===== config.mk =====
export PLATFORM = sky130hd
export DESIGN_NAME = pfb_ctrl
export DESIGN_NICKNAME = d
export VERILOG_FILES = /design/src/hw/rtl/pfb_pkg.sv /design/src/hw/rtl/pfb_ctrl.sv
export SDC_FILE = /design/constraint.sdc
export NUM_CORES = 1
export LEC_CHECK = 0
export BUFFER_PORTS_ARGS = -buffer_cell sky130_fd_sc_hd__buf_4
export CORE_AREA = 3 3 40 42
export CTS_CLUSTER_DIAMETER = 120
export CTS_CLUSTER_SIZE = 10
export DETAILED_ROUTE_END_ITERATION = 7
export DIE_AREA = 0 0 43 45
export GPL_TIMING_DRIVEN = 1
export REMOVE_ABC_BUFFERS = 1
export SLEW_MARGIN = 20
export SYNTH_ARGS = -nofsm -noshare
export SYNTH_HDL_FRONTEND = slang
export SYNTH_SLANG_ARGS = --single-unit

===== constraint.sdc =====
create_clock -name clk -period 3.4 [get_ports clk]
set_clock_uncertainty 0.05 [all_clocks]
set_input_delay 0 -clock clk [delete_from_list [all_inputs] [get_ports clk]]
set_output_delay 0 -clock clk [all_outputs]
set_load 0.02 [all_outputs]

===== src/hw/rtl/pfb_pkg.sv =====
// Package for the page framebuffer blitter: field widths, item codes and the
// command/status structs between controller and datapath.
// No dependencies; compile first.
package pfb_pkg;

    // Fixed field widths of the request and response beats
    localparam int LEFT_X_W = 7;
    localparam int TOP_Y_W  = 6;
    localparam int ICOL_W   = 8;
    localparam int IPAGE_W  = 3;
    localparam int BYTE_W   = 8;
    localparam int RPAGE_W  = 3;
    localparam int RCOL_W   = 7;

    // Pixel rows per page and a full byte mask
    localparam logic [8:0]        PAGE_ROWS = 9'd8;
    localparam logic [BYTE_W-1:0] BYTE_MASK = 8'hFF;

    // Request mode codes
    typedef enum logic {
        MODE_BLIT = 1'b0,
        MODE_READ = 1'b1
    } mode_t;

    // Controller to datapath
    typedef struct packed {
        logic load;       // latch a request beat
        logic mem_rd;     // read the addressed byte
        logic mem_wr;     // write the merged byte back
        logic sel_lower;  // address the page below the target
        logic clr_step;   // write zero at the clear pointer
        logic out_load;   // capture the response payload
    } ctrl_cmd_t;

    // Datapath to controller
    typedef struct packed {
        logic is_read;    // latched item is a read
        logic go_main;    // target byte is on screen (or read in range)
        logic go_lower;   // lower part lands in the next page
        logic clear_done; // clear pointer at last entry
    } dp_status_t;

endpackage


===== src/hw/rtl/pfb_ctrl.sv =====
// Blitter controller: sequences the clear pass, read-modify-write of up to
// two page bytes, and the response register handshake. Depends on pfb_pkg.
module pfb_ctrl (
    input  logic                clk,
    input  logic                rst_n,
    input  logic                req_valid,
    output logic                req_ready,
    output logic                rsp_valid,
    input  logic                rsp_ready,
    input  pfb_pkg::dp_status_t status,
    output pfb_pkg::ctrl_cmd_t  cmd
);

    typedef enum logic [2:0] {
        S_CLEAR,
        S_IDLE,
        S_RD_UP,
        S_WR_UP,
        S_RD_LO,
        S_WR_LO,
        S_FINISH
    } state_t;

    state_t state_reg, state_next;
    logic   out_valid_reg, out_valid_next;

    // Next state and command decode
    always_comb
    begin
        state_next     = state_reg;
        cmd            = '0;
        out_valid_next = out_valid_reg & ~rsp_ready;
        unique case (state_reg)
            S_CLEAR:
            begin
                cmd.clr_step = 1'b1;
                if (status.clear_done)
                    state_next = S_IDLE;
            end
            S_IDLE:
            begin
                if (req_valid)
                begin
                    cmd.load   = 1'b1;
                    state_next = S_RD_UP;
                end
            end
            S_RD_UP:
            begin
                if (status.go_main)
                begin
                    cmd.mem_rd = 1'b1;
                    state_next = status.is_read ? S_FINISH : S_WR_UP;
                end
                else
                begin
                    state_next = S_FINISH;
                end
            end
            S_WR_UP:
            begin
                cmd.mem_wr = 1'b1;
                state_next = status.go_lower ? S_RD_LO : S_FINISH;
            end
            S_RD_LO:
            begin
                cmd.mem_rd    = 1'b1;
                cmd.sel_lower = 1'b1;
                state_next    = S_WR_LO;
            end
            S_WR_LO:
            begin
                cmd.mem_wr    = 1'b1;
                cmd.sel_lower = 1'b1;
                state_next    = S_FINISH;
            end
            S_FINISH:
            begin
                // wait for the response register to free up
                if (!out_valid_reg || rsp_ready)
                begin
                    cmd.out_load   = 1'b1;
                    out_valid_next = 1'b1;
                    state_next     = S_IDLE;
                end
            end
            default:
            begin
                state_next = S_IDLE;
            end
        endcase
    end

    // State and response valid
    always_ff @(posedge clk or negedge rst_n)
    begin
        if (!rst_n)
        begin
            state_reg     <= S_CLEAR;
            out_valid_reg <= 1'b0;
        end
        else
        begin
            state_reg     <= state_next;
            out_valid_reg <= out_valid_next;
        end
    end

    assign req_ready = (state_reg == S_IDLE);
    assign rsp_valid = out_valid_reg;

    // Single port: never read and write in one cycle
    a_one_access: assert property (@(posedge clk) disable iff (!rst_n)
        !(cmd.mem_rd && cmd.mem_wr) && !(cmd.clr_step && (cmd.mem_rd || cmd.mem_wr)))
        else $error("memory port used twice in one cycle");

    // Every write-back uses the byte read the cycle before
    a_wr_after_rd: assert property (@(posedge clk) disable iff (!rst_n)
        cmd.mem_wr |-> $past(cmd.mem_rd))
        else $error("write-back without a preceding read");

    // Response register never overwritten while a beat waits
    a_no_overwrite: assert property (@(posedge clk) disable iff (!rst_n)
        cmd.out_load |-> (!out_valid_reg || rsp_ready))
        else $error("pending response overwritten");

    // Lower page handled only right after the upper write-back
    a_lower_order: assert property (@(posedge clk) disable iff (!rst_n)
        (state_reg == S_RD_LO) |-> $past(state_reg == S_WR_UP))
        else $error("lower page read out of order");

endmodule


==> results of run 1 <==
[critical path, stage by stage (launching register included)]
cell and delay (ns):
dfrtp_1 0.49, inv_1 0.12, nor3_1 0.24, and2_1 0.16
buf_4 0.13
[metal layers]
layer  wire (um)  GRT usage
met3          23     0.0279
met5           0          0
met2         377      0.126
met1         248     0.0657
met4          19     0.0904
[cell type report]
class	count	area share
clock buffer	3	0.0537
inverter	3	0.0269
multi-input combinational	25	0.343
sequential	4	0.239
tap	15	0.0448
timing repair buffer	16	0.293
[power by group through the flow]
stage | clock [W] | sequential [W] | combinational [W]
after floorplan | 0 | 0.000115 | 0.000147
after global placement | 0 | 0.000120 | 0.000237
after detailed placement | 0 | 0.000122 | 0.000236
after CTS | 0.0000594 | 0.000122 | 0.000237
after global routing | 0.0000639 | 0.000128 | 0.000258
final | 0.0000575 | 0.000122 | 0.000233
[cell usage after synthesis]
cell,number
a21oi_1,4
a21oi_2,1
a31oi_1,1
and2_1,1
buf_2,2
buf_6,1
dfrtp_1,4
inv_1,3
nand2_1,3
nand2b_1,1
nand3_1,1
nor2_1,2
nor2b_1,1
nor3_1,4
o21a_1,1
o21ai_0,2
o21bai_1,1
o22a_2,1
or3b_4,1
[logic make-up (layout without fill, tap and decap cells)]
family                 Yosys count  after routing  synth area share
buffers and inverters            6             22             0.118
and+or+nand+nor                 14             14             0.267
AOI/OAI and AO/OA               11             11             0.253
DFF                              4              4             0.362
[final timing paths]
| kind | to | slack (ns) |
|---|---|---|
| setup / recovery | cmd[5] | 1.97 |
| hold / removal | state_reg[1] | 0.04 |
| setup reg to reg | state_reg[2] | 2.15 |
| hold reg to reg | rsp_valid | 0.61 |
| max in group asynchronous | rsp_valid | 3.12 |
| min in group asynchronous | state_reg[2] | 0.09 |
[per-stage QoR]
step / total power, W / setup WS [ns] / util / instances / hold WS (ns)
after floorplan: 0.000262 / 1.97 / - / 32 / -0.346
after global placement: 0.000357 / 2.18 / 0.301 / 62 / -0.253
after detailed placement: 0.000358 / 2.15 / 0.301 / 62 / -0.254
after CTS: 0.000418 / 1.97 / 0.326 / 66 / 0.0395
after global routing: 0.000450 / 1.86 / 0.326 / 66 / 0.0773
final: 0.000413 / 1.97 / 0.326 / 66 / 0.0356
==> impl_metrics.toml, run 1 <==
[run]
cap_viol_max_count = 0

[place]
gp_congestion = 0.770
dpl_cell_area_um2 = 387
io_buffers = 15
place_hpwl_um = 510

[setup_path]
cp_max_fo = 9
worstSetupEndpointType = "output pin"
required_ns = 3.35
cp.arrival_ns = 1.38
r2r-start = "state_reg[0]"
crit_start = "state_reg[0]"
crit_path_start_kind = "register"
rr_worst_depth = 3
path_class = "register to output pin"

[floorplanning]
fp.dieH_um = 45
ios = 16
core_area_um2 = 1280
start_util = 0.215
rows = 13
die_area_um2 = 1940
chipWidth_um = 43

[cts]
cts_buffers = 3
cts-resized-gates = 0
post_cts_buffers = 0
clkSinkCount = 4
clk_pin_slew_worst_paths_ns = 0.04
htree_num_levels = 1
cts-root-buf = "clkbuf_4"
worst_skew_pair.late_latency_ns = 0.23
clk_path_buf_depth = 2
cts_tree = "done"
postCtsHoldBufs = 1

[power_and_ir_drop]
p_sw_frac = 0.469
power_density_nw_per_um2 = 985
p_comb_frac = 0.565
vdd_drop_max_mv = 0.220
p_sw_w = 0.000194
p_seq_frac = 0.296
internal-power_w = 0.000219
leakage_nw = 0.207
power.share.clock = 0.139

[sta]
rsz0062_at_grt = "no"
finalSetupTns_ns = 0
fmax_ghz = 0.700
finalCriticalPeriod_ns = 1.43
tightest_slew_ns = 0.327
slew_violations = 0
slew-limit-headroom = 0.782
hold_violations = 0
final.period_utilization = 0.420
setup_viol_count_final = 0

[detailed_routing]
via_per_inst = 4.52
wl_per_cell_um = 10.1
dr.pass1.iters = 4
drc = 0
wl_um = 667
ant_nets = 0
dr_total_vias = 298
dr.first_iter.drc_count = 4

[cells_and_area]
final_cell_mix = "buf_4 (15), nor3_1 (4), a21oi_1 (4), dfrtp_1 (4)"
syn_to_final_growth_pct = 51.6
fin_nets = 61
drive_gt1_frac = 0.412
final_area_um2 = 419
multi_input_area_um2 = 144
largest_register_ffs = 3
fill_cells = 139
final_common_cell = "buf_4"
seqCellArea_um2 = 100
antenna_cells = 0

[synthesis]
ys_top_cells_by_area = "dfrtp_1 (36%), a21oi_1 (7.2%), nor3_1 (7.2%), buf_6 (4.1%), inv_1 (4.1%)"
syn_area_um2 = 277
synthDistinctLibCells = 19
yosysWarnings = 0
ys_seq_elements = 4
synth_area_per_cell_um2 = 7.90
seq_area_frac_synth = 0.362
yosysTopAreaCell = "dfrtp_1"
netlist_instances = 35
synth_top_area_share = 0.362

[global_route]
grt_max_degree = 12
antenna_found_initial = 0
grt_pass1_wl_um = 1010
grt-ovfl-total = 0
grt_pass1_vias = 264
grtUsageTotal = 0.0760

[worst_hold_path]
whs_path_depth = 4
holdCritStartpoint = "status[1]"
hp-class = "input port to register"

[outcome]
run_status = "complete, no violations"
Power figures use the tool's default switching activity.
==> run 2, diff against run 1 <==
clock period = 1.4 ns   (was 3.4 ns; I/O delays follow)
==> run 2 against run 1 <==
  * Sequential cell count unchanged
  * Worst hold slack worse by 0.0088 ns
  * Critical path depth stayed put
  * Clock power rose by 150%
  * Core utilization rose by 2.4 points
  * Critical endpoint is now state_reg[2]
  * Largest cell class is now non-clock buffers
  * Highest routed layer is now met3
==> impl_metrics.toml, run 2 (same netlist as run 1, synthesis figures left out) <==
[outcome]
run_status = "complete, no violations"

[cts]
clk_path_buf_depth = 2
clkSinkCount = 4
worst_skew_pair.late_latency_ns = 0.23
htree_num_levels = 1
clk_pin_slew_worst_paths_ns = 0.04
cts_buffers = 3
cts-root-buf = "clkbuf_4"
cts_tree = "done"

[cells_and_area]
fin_nets = 63
syn_to_final_growth_pct = 62.9
layout.cells.non_filler = 68
antenna_cells = 0
final_common_cell = "buf_4"
multi_input_area_um2 = 144
final_area_um2 = 450
largest_register_ffs = 3
fill_cells = 147
seqCellArea_um2 = 104
final_cell_mix = "buf_4 (16), nor3_1 (4), a21oi_1 (4)"
drive_gt1_frac = 0.491

[place]
dpl_cell_area_um2 = 387
gp_congestion = 0.777
io_buffers = 15
place_hpwl_um = 519
dpl.cell_count = 62

[floorplanning]
fp.dieH_um = 45
core_area_um2 = 1280
die_area_um2 = 1940
chipWidth_um = 43
start_util = 0.215
rows = 13
ios = 16

[global_route]
grt-ovfl-total = 0
grt_max_degree = 12
grt_pass1_vias = 254
grtUsageTotal = 0.0736
grt_pass1_wl_um = 1060
antenna_found_initial = 0

[detailed_routing]
wl_um = 676
ant_nets = 0
dr.first_iter.drc_count = 4
wl_per_cell_um = 9.94
dr.pass1.iters = 2
via_per_inst = 4.43
maxUsedRoutingLayer = "met3"
wl_met3_um = 44
met1_length_um = 282
drc = 0
dr_wl_met2_um = 349
dr_total_vias = 301

[sta]
tightest_slew_ns = 0.331
slew_violations = 0
rsz0062_at_grt = "no"
finalCriticalPeriod_ns = 1.30
final.period_utilization = 0.931
setup_viol_count_final = 0
hold_violations = 0
slew-limit-headroom = 0.779
fmax_ghz = 0.767

[worst_hold_path]
hp-class = "input port to register"

[power_and_ir_drop]
power_density_nw_per_um2 = 2450
leakage_nw = 0.219
vdd_drop_max_mv = 0.728
finalPower_w = 0.00110

[setup_path]
cp.arrival_ns = 1.37
crit_path_start_kind = "register"
path_class = "register to register"
cp_max_fo = 5
required_ns = 1.47
worstSetupEndpointType = "register"

[run]
cap_viol_max_count = 0
[run 2: cell count changes in the layout (fill, tap and decap cells not counted)]
cell / delta
dfrtp_2: +3
buf_12: +1
dfrtp_1: -3
buf_4: +1
[run 2: path summary, 6_finish.rpt]
| kind | from | to | slack, ns | cells past startpoint |
|---|---|---|---|---|
| hold / removal | status[1] | state_reg[1] | 0.03 | 4 |
| hold reg to reg | state_reg[0] | state_reg[0] | 0.54 | 1 |
| max in group asynchronous | rst_n | state_reg[0] | 1.14 | 2 |
| setup / recovery | state_reg[0] | state_reg[2] | 0.1 | 4 |
| setup reg to reg | state_reg[0] | state_reg[2] | 0.1 | 4 |
| min in group asynchronous | rst_n | rsp_valid | 0.05 | 2 |
[run 2: routing by layer]
layer  vias to the layer above  GRT usage
met1                       138     0.0856
met2                         6      0.108
met4                         0     0.0361
li1                        157          -
met5                         -          0
met3                         0     0.0438
[run 2: final cells by class]
class | instances | area share
Multi-Input combinational cell | 25 | 0.319
Inverter | 3 | 0.0250
Timing Repair Buffer | 18 | 0.333
Sequential cell | 4 | 0.231
Tap cell | 15 | 0.0417
Clock buffer | 3 | 0.0500
[run 2: worst max-delay path, stage by stage (launching register included)]
cell and delay (ns):
dfrtp_2 0.43, buf_12 0.14, or3b_4 0.39, a21oi_2 0.14, nor2_1 0.04
[run 2: power by group]
group / internal [W] / switching, W
registers: 0.000184 / 0.000112
logic: 0.000335 / 0.000330
clock network: 0.0000958 / 0.0000465
[run 2: per-stage QoR]
stage / hold WS, ns / setup TNS, ns / setup slack (ns) / util
2_1_floorplan: -0.346 / -0.0285 / -0.0285 / -
3_3_place_gp: -0.253 / 0 / 0.182 / 0.301
3_5_place_dp: -0.253 / 0 / 0.153 / 0.301
4_1_cts: 0.0266 / 0 / 0.0538 / 0.327
5_1_grt: 0.0447 / 0 / 0.0341 / 0.351
6_report: 0.0269 / 0 / 0.0962 / 0.351
[run 2: timing repair]
| item | CTS | global route |
|---|---|---|
| buffers inserted | 0 | 2 |
| endpoints found under the setup margin | 1 | 3 |
| hold buffers | 1 | 0 |
| resized for setup | 1 | 2 |
| endpoints found under the hold margin | 4 | 0 |
| cloned | 0 | 0 |
